==> src/hw/rtl/enumerative_block_codec_defines.svh <==
// assertion macros shared by the enumerative block codec rtl
// no dependencies; included by files that carry concurrent checks
`ifndef ENUMERATIVE_BLOCK_CODEC_DEFINES_SVH
`define ENUMERATIVE_BLOCK_CODEC_DEFINES_SVH

// same-cycle implication, disabled while reset is low
`define EBC_ASSERT_IMP(label, clk, rstn, ante, cons, msg) \
    label: assert property (@(posedge clk) disable iff (!(rstn)) (ante) |-> (cons)) \
        else $error(msg);

// next-cycle implication, disabled while reset is low
`define EBC_ASSERT_NXT(label, clk, rstn, ante, cons, msg) \
    label: assert property (@(posedge clk) disable iff (!(rstn)) (ante) |=> (cons)) \
        else $error(msg);

`endif

==> src/hw/rtl/ebc_pkg.sv <==
// shared types, constants and helper functions of the enumerative block codec
// no dependencies; used by every module of the block but ebc_ram
package ebc_pkg;

    // block and word geometry
    localparam int MAX_BLOCK_BITS = 64;
    localparam int WORD_W         = 64;
    localparam int LEN_W          = 7;
    localparam int J_W            = $clog2(MAX_BLOCK_BITS);

    // half pascal table layout: C(m,i) at m*ROW_STRIDE+i for i <= m/2
    localparam int ROW_STRIDE = MAX_BLOCK_BITS / 2;
    localparam int ROW_SHIFT  = $clog2(ROW_STRIDE);
    localparam int ROW_I_W    = ROW_SHIFT + 1;
    localparam int ROM_DEPTH  = MAX_BLOCK_BITS * ROW_STRIDE + ROW_STRIDE + 1;
    localparam int ROM_ADDR_W = $clog2(ROM_DEPTH);

    // stream packing
    localparam int S_TDATA_W = ((2 * LEN_W + WORD_W + 7) / 8) * 8;
    localparam int M_TDATA_W = ((WORD_W + LEN_W + 7) / 8) * 8;

    // ceil log2 search
    localparam int SRCH_STEPS = $clog2(WORD_W);
    localparam int CNT_W      = $clog2(SRCH_STEPS);
    localparam logic [CNT_W-1:0] SRCH_LAST = CNT_W'(SRCH_STEPS - 1);
    localparam logic [J_W:0]     SRCH_TOP  = (J_W + 1)'(WORD_W / 2);

    localparam logic [LEN_W-1:0] MAX_LEN = LEN_W'(MAX_BLOCK_BITS);

    typedef enum logic [0:0] {
        REQ_ENCODE = 1'b0,
        REQ_DECODE = 1'b1
    } req_type_t;

    typedef enum logic [0:0] {
        ALU_ADD = 1'b0,
        ALU_SUB = 1'b1
    } alu_op_t;

    typedef enum logic [2:0] {
        ST_INIT,
        ST_IDLE,
        ST_LEN_RD,
        ST_LEN_SUB,
        ST_LEN_SRCH,
        ST_STEP_RD,
        ST_STEP_EX,
        ST_DONE
    } main_state_t;

    typedef enum logic [1:0] {
        FL_ROW,
        FL_RD,
        FL_WR,
        FL_DONE
    } fill_state_t;

    // table build port toward the top level
    typedef struct packed {
        logic                  done;
        logic                  wr_en;
        logic [ROM_ADDR_W-1:0] wr_addr;
        logic [WORD_W-1:0]     wr_data;
        logic [ROM_ADDR_W-1:0] rd_addr;
    } fill_req_t;

    // table address of C(m,i), folded onto the stored half row
    function automatic logic [ROM_ADDR_W-1:0] rom_addr(input logic [LEN_W-1:0] m,
                                                       input logic [LEN_W-1:0] i);
        logic [LEN_W-1:0] ii;
        ii = (i > (m >> 1)) ? LEN_W'(m - i) : i;
        return (ROM_ADDR_W'(m) << ROW_SHIFT) + ROM_ADDR_W'(ii);
    endfunction

    // ones in the low n bits
    function automatic logic [WORD_W-1:0] block_mask(input logic [LEN_W-1:0] n);
        logic [WORD_W-1:0] msk;
        if (n >= LEN_W'(WORD_W)) begin
            msk = '1;
        end else begin
            msk = (WORD_W'(1) << n) - WORD_W'(1);
        end
        return msk;
    endfunction

endpackage

==> src/hw/rtl/ebc_alu.sv <==
// shared 64-bit add / subtract unit of the codec sequencer
// depends on ebc_pkg
module ebc_alu (
    input  ebc_pkg::alu_op_t            op,
    input  logic [ebc_pkg::WORD_W-1:0]  a,
    input  logic [ebc_pkg::WORD_W-1:0]  b,
    output logic [ebc_pkg::WORD_W-1:0]  y,
    output logic                        cout
);

    logic                       sub;
    logic [ebc_pkg::WORD_W-1:0] b_in;
    logic [ebc_pkg::WORD_W:0]   sum;

    // one adder; subtract adds the complement plus one, cout high means a >= b
    assign sub  = (op == ebc_pkg::ALU_SUB);
    assign b_in = sub ? ~b : b;
    assign sum  = (ebc_pkg::WORD_W + 1)'(a) + (ebc_pkg::WORD_W + 1)'(b_in)
                + (ebc_pkg::WORD_W + 1)'(sub);
    assign y    = sum[ebc_pkg::WORD_W-1:0];
    assign cout = sum[ebc_pkg::WORD_W];

endmodule

==> config.mk <==
export PLATFORM = sky130hd
export DESIGN_NAME = ebc_alu
export DESIGN_NICKNAME = d
export VERILOG_FILES = /design/src/hw/rtl/enumerative_block_codec_defines.svh /design/src/hw/rtl/ebc_pkg.sv /design/src/hw/rtl/ebc_alu.sv
export SDC_FILE = /design/constraint.sdc
export NUM_CORES = 1
export LEC_CHECK = 0
export ABC_AREA = 0
export ABC_CLOCK_PERIOD_IN_PS = 6800
export CORE_AREA = 2 2 91 93
export DETAILED_ROUTE_END_ITERATION = 8
export DIE_AREA = 0 0 93 95
export DONT_BUFFER_PORTS = 1
export PLACE_DENSITY = 0.77
export SETUP_SLACK_MARGIN = 0.15
export SLEW_MARGIN = 20
export SYNTH_ARGS = -nofsm -noshare
export SYNTH_HDL_FRONTEND = slang
export SYNTH_SLANG_ARGS = --single-unit
==> constraint.sdc <==
create_clock -name vclk -period 6.8
set_clock_uncertainty 0.2 [all_clocks]
set_input_delay 0.68 -clock vclk [all_inputs]
set_output_delay 0.68 -clock vclk [all_outputs]
set_load 0.03 [all_outputs]
After elaboration in Yosys (flattened, before gate mapping)
Cells that the tools add are included.
Widths: inputs -> output; s select.
Word-level totals
  logic and storage cells: 4
  bits in registers: 0
Operators by class
  mux-type cells: 1
  add/subtract/negate cells: 2
  bitwise logic cells: 1
Operators by type and width (count)
  $add 64x64->65: 1
  $add 65x1->65: 1
  $mux 64: 1
  $not 64->64: 1

Depth between registers and ports, before layout
Gate-level depths: netlist of run 1.
  word-level depth: 4
  mapped depth: 14
  mapped depth without buffers: 12

Least setup slack after synthesis of run 1
Ideal clock, no wire load.
  path kind: in2out
  start: input op
  end: output y[58] (netlist bit)
  data required time: 5.920 ns
  buffers on the path: 2
  data arrival time: 3.936 ns
  slack: 1.984 ns
  stages on the path: 13
  cells stage by stage: buf_2 > buf_1 > xor2_1 > ha_1 > nand2_1 > o21bai_2 > a2111oi_4 > o2111ai_1 > nand3_1 > a311oi_2 > a211oi_4 > a41oi_1 > xnor2_1
Between the ends
  longest elaborated chain between the ends: 3
RTL lines
  start, declared: RTL line ebc_alu.sv:4  | input ebc_pkg::alu_op_t op,
  $mux 64: RTL line ebc_alu.sv:17  | assign b_in = sub ? ~b : b;
  $add 64x64->65: RTL line ebc_alu.sv:18  | assign sum = (ebc_pkg::WORD_W + 1)'(a) + (ebc_pkg::WORD_W + 1)'(b_in)
  $add 65x1->65 *: RTL line ebc_alu.sv:19  | + (ebc_pkg::WORD_W + 1)'(sub);
  end, declared: RTL line ebc_alu.sv:7  | output logic [ebc_pkg::WORD_W-1:0] y,
Mark *: on every way between the ends. The rest lies on a longest branch, timed or not.

Final worst setup path of run 1
  start: input op
  end: output y[60] (netlist bit)
The elaborated chain is that of the path after synthesis.

==> results of run 1 <==
-- kinds of logic (layout without fill, tap and decap cells) --
logic type      count (synthesis)  count (layout)
compound gates                228             228
simple gates                  169             169
xor+xnor                      123             123
fa+ha+maj                      70              70
buf+inv                        44              20
mux                             2               2
-- metal layers --
layer,global-route usage,up-vias,wire [um]
li1,-,2286,-
met1,0.362,2166,5840
met2,0.476,205,6040
met3,0.0335,16,930
met4,0.0306,0,187
met5,0,-,0
-- report_power, final --
| part | switching, W | leakage, nW | internal (W) |
|---|---|---|---|
| Sequential | 0 | 0 | 0 |
| Combinational | 0.000657 | 2.02 | 0.000258 |
| Clock | 0 | 0 | 0 |
| Total | 0.000657 | 2.02 | 0.000258 |
-- metrics by stage --
step / setup WS [ns] / instance area [um^2] / util
after floorplan: 1.98 / 4550 / -
after global placement: 2.17 / 4540 / 0.573
after detailed placement: 2.03 / 4540 / 0.573
after CTS: 2.02 / 4540 / 0.573
after global routing: 1.75 / 4540 / 0.573
final: 2.02 / 4540 / 0.573
-- cell type report --
class / count / area (um^2) / share of cell area
Tap cell: 105 / 131 / 0.0289
Inverter: 20 / 75.1 / 0.0165
Multi-Input combinational cell: 592 / 4330 / 0.955
-- worst paths after layout --
| check | from | end | slack, ns | cells past startpoint |
|---|---|---|---|---|
| max | op | y[60] | 2.02 | 12 |
| min | b[0] | y[0] | 1.34 | 1 |
-- synth_stat cells, types with 3 or more instances --
master and count:
a31oi_1 7, or3_1 3, inv_1 20, nor2_1 37
ha_1 69, a21o_1 32, nand2_1 61, nand2b_1 5
o21a_1 5, a21oi_1 82, and2_1 7, xor2_1 86
a21boi_0 5, a2111oi_0 4, buf_1 6, o21ai_0 34
nand4_1 14, a211oi_1 4, o31ai_1 5, o211ai_1 3
buf_4 4, xnor2_1 37, a21o_2 3, nor2b_1 4
and3_1 3, o21bai_1 11, clkbuf_1 8, nor3_1 6
nor4_1 5, nand3_1 10
==> summary.md, run 1 <==
| Metric | Value |
|---|---|
| Buffers & Inverters on Critical Path | 1 |
| Hold WC Path Type | primary input to primary output |
| Worst Setup Start Kind | primary input |
| DIE AREA | ~0.009 mm^2 |
| Crit-path most repeated cell | a311oi_2 |
| Area of the core | 0.00793 mm^2 |
| Tot Pwr | 0.000916 W |
| Non-filler cells, final | 717 |
| Multiplexer area fraction after synthesis | 0.00440 |
| P_leak | 2.02 nW |
| GP Congestion | about 0.94 |
| Total area of sequential cells | 0 um^2 |
| Initial Util | 0.574 |
| Crit path time final | 4.78 ns |
| # DRC | 0 |
| CP required | 5.92 ns |
| Post-Synth XOR/XNOR Area | 0.237 |
| CP delay by family, top | compound AO/OA/AOI/OAI gates |
| Commonest non-fill, non-tap cell in the layout | xor2_1 |
| Synth area leaders | ha_1 19%, xor2_1 17%, a21oi_1 9.0% |
| Largest net degree at the start of global routing | 65 |
| Power per Cell Area | 202 mW/mm^2 |
| Vias | 4673 |
| # rows | 33 |
| Yosys warnings | 0 |
| Initial drt markers | 244 |
| Worst Path Max Fanout | 64 |
| Max-slew violations | 0 |
| CTS hold repair buffers | 0 |
| Port Buffers | 0 |
| Post-CTS Setup Bufs | 0 |
| Final Cycle Share | 0.703 |
| Layout fillers | 811 |
| Highest clock rate | 209 MHz |
| Routed WL per cell | about 18 um |
| DPL Wire Length | 11000 um |
| Adder-Cell Fraction of Synth Area | 0.194 |
| Final wirelength | 13000 um |
| Vias per inst | 6.52 |
| # setup viols final | 0 |
| Share of layout cells above drive strength 1 | 0.0425 |
| Sequential share of the synthesized area | 0 |
| Most frequent cells in the layout | 86 x xor2_1, 82 x a21oi_1, 69 x ha_1 |
| Peak supply drop | 0.000117 V |
| Final #Nets | 813 |
| Die Y | 95 um |
| 1st-pass router iterations | 5 |
| Hold Vio Cnt, Final | 0 |
| Vias in the first global route | 4291 |
| RSZ-0062 raised after global routing | no |
| Worst slew pin tran | 1.12 ns |
| Total global routing overflow | 0 |
| Seq_cells | 0 |
| Placed cell count | 717 |
| Post-CTS sizing | 0 |
| First-pass GRT wire length | 20000 um |
| WS Path Type | primary input to primary output |
| Cell taking the most area after synthesis | ha_1 |
| Antenna violations before repair | 0 |
| Post-route ant nets | 0 |
| Cell variety after synth | 71 |
| Normalized max-slew margin | 0.248 |
| CP max stage delay | roughly 0.60 ns |
| Post-Synth Simple-Gate Area | 0.182 |
| Number of clock-tree buffers in the layout | 0 |
| Synth top area share | 0.190 |
| Crit end category | primary output |
| GRT Total Usage | 0.269 |
| Synth Net Count | 835 |
| IO Count | around 190 |
| Largest family of logic cells by synthesized area | compound AO/OA/AOI/OAI gates |
| Max Cap Viol | 0 |
| Die X | 93 um |
| CP cell instances | xor2_1, inv_1, fa_1, nor2b_1, o21bai_2, a2111oi_4, o2111ai_1, nand3_1, a311oi_2, a211oi_4, a311oi_2, xnor2_1 |
| Hold WS | 1.34 ns |
| Worst Path Arrival | approximately 3.9 ns |
| Post-Syn Instances | between 600 and 700 |
| Area grow syn2layout | -0.302% |
| Setup TNS | 0 ns |
| Syn_area_per_cell | 7.16 um^2 |
| Synthesized area | 0.00455 mm^2 |
| Outcome | complete, no violations |
| Slowest CP cell | xnor2_1 |
| Synth Area in Compound Gates | 0.335 |
| Number of diodes | 0 |
No activity file was read; power rests on OpenSTA's default activity.
==> run 2, diff against run 1 <==
--- a/config.mk
+++ b/config.mk
@@ -5,13 +5,13 @@
 export SDC_FILE = /design/constraint.sdc
 export NUM_CORES = 1
 export LEC_CHECK = 0
-export ABC_AREA = 0
-export ABC_CLOCK_PERIOD_IN_PS = 6800
-export CORE_AREA = 2 2 91 93
+export ABC_AREA = 1
+export ABC_CLOCK_PERIOD_IN_PS = 4000
+export CORE_AREA = 2 2 104 106
 export DETAILED_ROUTE_END_ITERATION = 8
-export DIE_AREA = 0 0 93 95
+export DIE_AREA = 0 0 106 108
 export DONT_BUFFER_PORTS = 1
-export PLACE_DENSITY = 0.77
+export PLACE_DENSITY = 0.8
 export SETUP_SLACK_MARGIN = 0.15
 export SLEW_MARGIN = 20
 export SYNTH_ARGS = -nofsm -noshare
==> constraint.sdc (replaced) <==
create_clock -name vclk -period 4
set_clock_uncertainty 0.2 [all_clocks]
set_input_delay 0.4 -clock vclk [all_inputs]
set_output_delay 0.4 -clock vclk [all_outputs]
set_load 0.03 [all_outputs]
==> summary.md, run 2 <==
| Metric | Value |
|---|---|
| DPL Wire Length | 18300 um |
| Max Cap Viol | 0 |
| IO Count | 194 |
| Seq_cells | 0 |
| GRT Total Usage | 0.345 |
| Number of clock-tree buffers in the layout | 0 |
| Die X | ~110 um |
| # rows | 37 |
| Total global routing overflow | 0 |
| Commonest cells post-synth | 446 x nand2_1, 221 x inv_1, 101 x nor2_1 |
| Number of diodes | 0 |
| Antenna violations before repair | 0 |
| First-pass GRT wire length | between 30000 and 40000 um |
| GP Congestion | between 1 and 1.5 |
| P_leak | 3.69 nW |
| Share of layout cells above drive strength 1 | 0.0373 |
| Hold Startpoint | b[0] |
| Hold Vio Cnt, Final | 0 |
| Hold WC Path Type | primary input to primary output |
| Synth area leaders | nand2_1 28%, ha_1 14%, inv_1 14% |
| Sequential share of the synthesized area | 0 |
| Initial drt markers | a little over 500 |
| Most frequent cells in the layout | 446 x nand2_1, 221 x inv_1, 101 x nor2_1 |
| Post-Synth XOR/XNOR Area | 0.138 |
| Port Buffers | 0 |
| Adder-Cell Fraction of Synth Area | 0.146 |
| Gr busiest metal | met2 |
| CP required | 3.40 ns |
| RSZ-0062 raised after global routing | no |
| # setup viols final | 0 |
| # DRC | 0 |
| GRT met2 Usage | 0.552 |
| Synth Area in Compound Gates | 0.125 |
| Synth Net Count | between 1000 and 1500 |
| Multiplexer area fraction after synthesis | 0 |
| Area grow syn2layout | 2.13% |
| Post-Synth Simple-Gate Area | 0.445 |
| Total area of sequential cells | 0 um^2 |
| Final #Nets | 1382 |
| Power per Cell Area | 279 mW/mm^2 |
| Syn_area_per_cell | 5.09 um^2 |
| Area of the core | 0.0102 mm^2 |
| Outcome | complete, no violations |
| Vias per inst | 5.40 |
| Die Y | 108 um |
| Post-CTS Setup Bufs | 0 |
| Worst hold stages | 1 |
| Final Cycle Share | 0.799 |
| Post-route ant nets | 0 |
| Layout fillers | ~1200 |
| Top-count cell post-synth | nand2_1 |
| CTS hold repair buffers | 0 |
| Worst Path Arrival | 2.60 ns |
| Synthesized area | between 0.006 and 0.007 mm^2 |
| Post-place setup slack | 0.863 ns |
| Max-slew violations | 0 |
| Tot Pwr | 0.00172 W |
| Crit end category | primary output |
| Vias in the first global route | 6353 |
| Largest net degree at the start of global routing | 65 |
| Setup TNS | 0 ns |
| Crit path time final | ~3.2 ns |
| Worst slew pin tran | between 0.7 and 0.8 ns |
| 1st-pass router iterations | 5 |
| Initial Util | 0.591 |
| Vias | around 7100 |
| Worst Path Max Fanout | 64 |
| Worst Hold End | y[0] |
| Met1 Use GR | 0.485 |
| Synth top area share | 0.277 |
| Commonest non-fill, non-tap cell in the layout | nand2_1 |
| Routed WL per cell | 15.5 um |
| Peak supply drop | 0.000157 V |
| Cell variety after synth | 31 |
| WS Path Type | primary input to primary output |
| Yosys warnings | 0 |
| Normalized max-slew margin | 0.481 |
| Post-Syn Instances | between 1000 and 1500 |
| Final wirelength | 20400 um |
| Largest family of logic cells by synthesized area | simple AND/OR/NAND/NOR gates |
| Cell taking the most area after synthesis | nand2_1 |
| Worst Setup Start Kind | primary input |
| DIE AREA | 0.0114 mm^2 |
| Setup WS post-layout | roughly 0.80 ns |
| Highest clock rate | 313 MHz |
| Met3 Usage GRT | 0.0597 |
| Post-CTS sizing | 0 |
## run 2: cell types whose count changed in the layout (fill, tap and decap cells not counted), sizes merged, moves of 7 or more
cell,previous run,this run
a31oi,8,0
nor2,38,117
nand4,15,3
xnor2,37,2
inv,20,224
nand3,10,48
xor2,86,93
nor3,7,14
nand2,61,462
a21o,35,1
## run 2: routing by layer
layer / share of wire / vias up
met1: 0.46 / 3166
met5: 0 / -
met4: 0.023 / 0
li1: - / 3626
met2: 0.42 / 284
met3: 0.096 / 30
## run 2: cells by family (layout without fill, tap and decap cells)
kind of cell,count (synthesis),after routing
simple gates,652,652
buf+inv,231,224
compound gates,140,140
xor+xnor,95,95
fa+ha+maj,70,70
## run 2: how the worst max path moves through the flow
stage / from / slack (ns) / end / depth (start not counted)
after floorplan: op / 0.98 / y[32] / 13
after global placement: op / 0.86 / y[22] / 9
after detailed placement: b[0] / 0.86 / y[22] / 12
after CTS: b[0] / 0.87 / y[22] / 12
after global routing: b[0] / 0.71 / y[22] / 12
final: op / 0.80 / y[22] / 9
## run 2: critical path: stages
cell      delay [ns]
xor2_1          0.15
ha_1            0.41
nand2_1         0.16
nor2_1          0.21
nand2_1         0.12
inv_1           0.08
nand4_1         0.09
nand3b_1        0.28
xor2_1          0.66
## run 2: metrics by stage
stage,util,area [um^2],std cells,hold WS (ns)
3_5_place_dp,0.603,6170,1317,0.776
3_3_place_gp,0.603,6170,1317,0.777
5_1_grt,0.603,6170,1317,0.789
2_1_floorplan,-,6040,1188,0.772
6_report,0.603,6170,1317,0.777
4_1_cts,0.603,6170,1317,0.778
## run 2: report_power, final
group	internal (W)	switching, W
sequential	0	0
combinational	0.000429	0.00129
clock	0	0
total	0.000429	0.00129
## run 2: final cells by class
cell class	count	area, um^2	area share
tap	136	170	0.0276
inverter	224	841	0.136
multi-input combinational	957	5160	0.836
==> run 3, diff against run 2 <==
--- a/config.mk
+++ b/config.mk
@@ -6,7 +6,7 @@
 export NUM_CORES = 1
 export LEC_CHECK = 0
 export ABC_AREA = 1
-export ABC_CLOCK_PERIOD_IN_PS = 4000
+export ABC_CLOCK_PERIOD_IN_PS = 2940
 export CORE_AREA = 2 2 104 106
 export DETAILED_ROUTE_END_ITERATION = 8
 export DIE_AREA = 0 0 106 108
==> constraint.sdc (replaced) <==
create_clock -name vclk -period 2.94
set_clock_uncertainty 0.2 [all_clocks]
set_input_delay 0.294 -clock vclk [all_inputs]
set_output_delay 0.294 -clock vclk [all_outputs]
set_load 0.03 [all_outputs]
==> summary.md, run 3 (same netlist as run 2, synthesis figures left out) <==
| Metric | Value |
|---|---|
| Normalized max-slew margin | 0.542 |
| Non-filler cells, final | 1347 |
| # DRC | 0 |
| Layout fillers | ~1100 |
| CTS hold repair buffers | 0 |
| Hold WC Path Type | primary input to primary output |
| Outcome | complete, no violations |
| Initial drt markers | 581 |
| DIE AREA | 0.0114 mm^2 |
| Area of the core | about 0.010 mm^2 |
| Most frequent cells in the layout | 412 x nand2_1, 221 x inv_1, 96 x nor2_1 |
| # setup viols final | 0 |
| Highest clock rate | 371 MHz |
| Antenna violations before repair | 0 |
| Die X | 106 um |
| Initial Util | 0.591 |
| Setup TNS | 0 ns |
| Number of clock-tree buffers in the layout | 0 |
| Vias | 7238 |
| Worst Path Max Fanout | 64 |
| Seq_cells | 0 |
| Placed cell count | 1346 |
| Routed WL per cell | 15.6 um |
| Peak supply drop | 0.000276 V |
| Worst Path Arrival | 2.20 ns |
| Post-route ant nets | 0 |
| Max Cap Viol | 0 |
| Largest net degree at the start of global routing | 65 |
| Crit path time final | approximately 2.7 ns |
| Port Buffers | 0 |
| GRT Total Usage | 0.350 |
| Commonest non-fill, non-tap cell in the layout | nand2_1 |
| Hold Vio Cnt, Final | 0 |
| # rows | 37 |
| Area grow syn2layout | 9.07% |
| Share of layout cells above drive strength 1 | 0.109 |
| Final #Nets | 1412 |
| 1st-pass router iterations | 6 |
| Crit end category | primary output |
| Vias per inst | 5.37 |
| GP Congestion | 1.07 |
| Die Y | 108 um |
| Total global routing overflow | 0 |
| Power per Cell Area | 400 mW/mm^2 |
| First-pass GRT wire length | between 30000 and 40000 um |
| Max-slew violations | 0 |
| Final wirelength | ~21000 um |
| IO Count | slightly below 200 |
| Total area of sequential cells | 0 um^2 |
| DPL Wire Length | ~19000 um |
| CP required | 2.45 ns |
| WS Path Type | primary input to primary output |
| P_leak | 3.83 nW |
| RSZ-0062 raised after global routing | yes |
| Worst Setup Start Kind | primary input |
| Vias in the first global route | 6454 |
| Final Cycle Share | 0.916 |
| Worst slew pin tran | 0.682 ns |
| Number of diodes | 0 |
## run 3: cell types whose count changed in the layout (fill, tap and decap cells not counted), sizes merged
| cell | before | now |
|---|---|---|
| buf | 0 | 30 |
## run 3: path summary, 6_finish.rpt
kind,cells after the start,from,slack [ns],endpoint
worst max-delay path,9,op,0.25,y[32]
worst min-delay path,1,b[0],0.57,y[0]
## run 3: layout make-up
type	instances	area, um^2	area share
multi-input cells	957	5350	0.812
well taps	136	170	0.0258
repair buffers	30	225	0.0342
inverters	224	841	0.128
## run 3: worst max-delay path, cell delays in order
cell	delay (ns)
xor2_1	0.15
ha_1	0.36
a21oi_1	0.30
o21ai_0	0.17
a21oi_1	0.26
o21bai_1	0.12
inv_1	0.06
nand2_1	0.08
xor2_2	0.38
## run 3: where the power goes
part / internal (W) / leakage (nW) / switching (W)
Clock: 0 / 0 / 0
Sequential: 0 / 0 / 0
Combinational: 0.000790 / 3.83 / 0.00185
## run 3: stage by stage
step / utilization / hold slack [ns] / cell area (um^2) / total power (W) / setup slack (ns)
2_1_floorplan: - / 0.560 / 6060 / 0.00188 / 0.151
3_3_place_gp: 0.626 / 0.566 / 6400 / 0.00249 / 0.192
3_5_place_dp: 0.626 / 0.563 / 6400 / 0.00250 / 0.143
4_1_cts: 0.626 / 0.565 / 6410 / 0.00251 / 0.157
5_1_grt: 0.644 / 0.569 / 6590 / 0.00284 / 0.117
6_report: 0.644 / 0.565 / 6590 / 0.00264 / 0.246
## run 3: metal layers
layer	GRT usage	vias to the layer above	routed length, um
met4	0.0564	0	506
met2	0.579	313	9150
met3	0.0271	30	1900
li1	-	3677	-
met5	0	-	0
met1	0.505	3218	9410
## run 3: repair_timing
action                                  CTS  global route
gates resized for setup                   1            58
buffers inserted                          0             1
endpoints found under the setup margin    1            37
pin swaps                                 0             1
gates cloned                              0             0
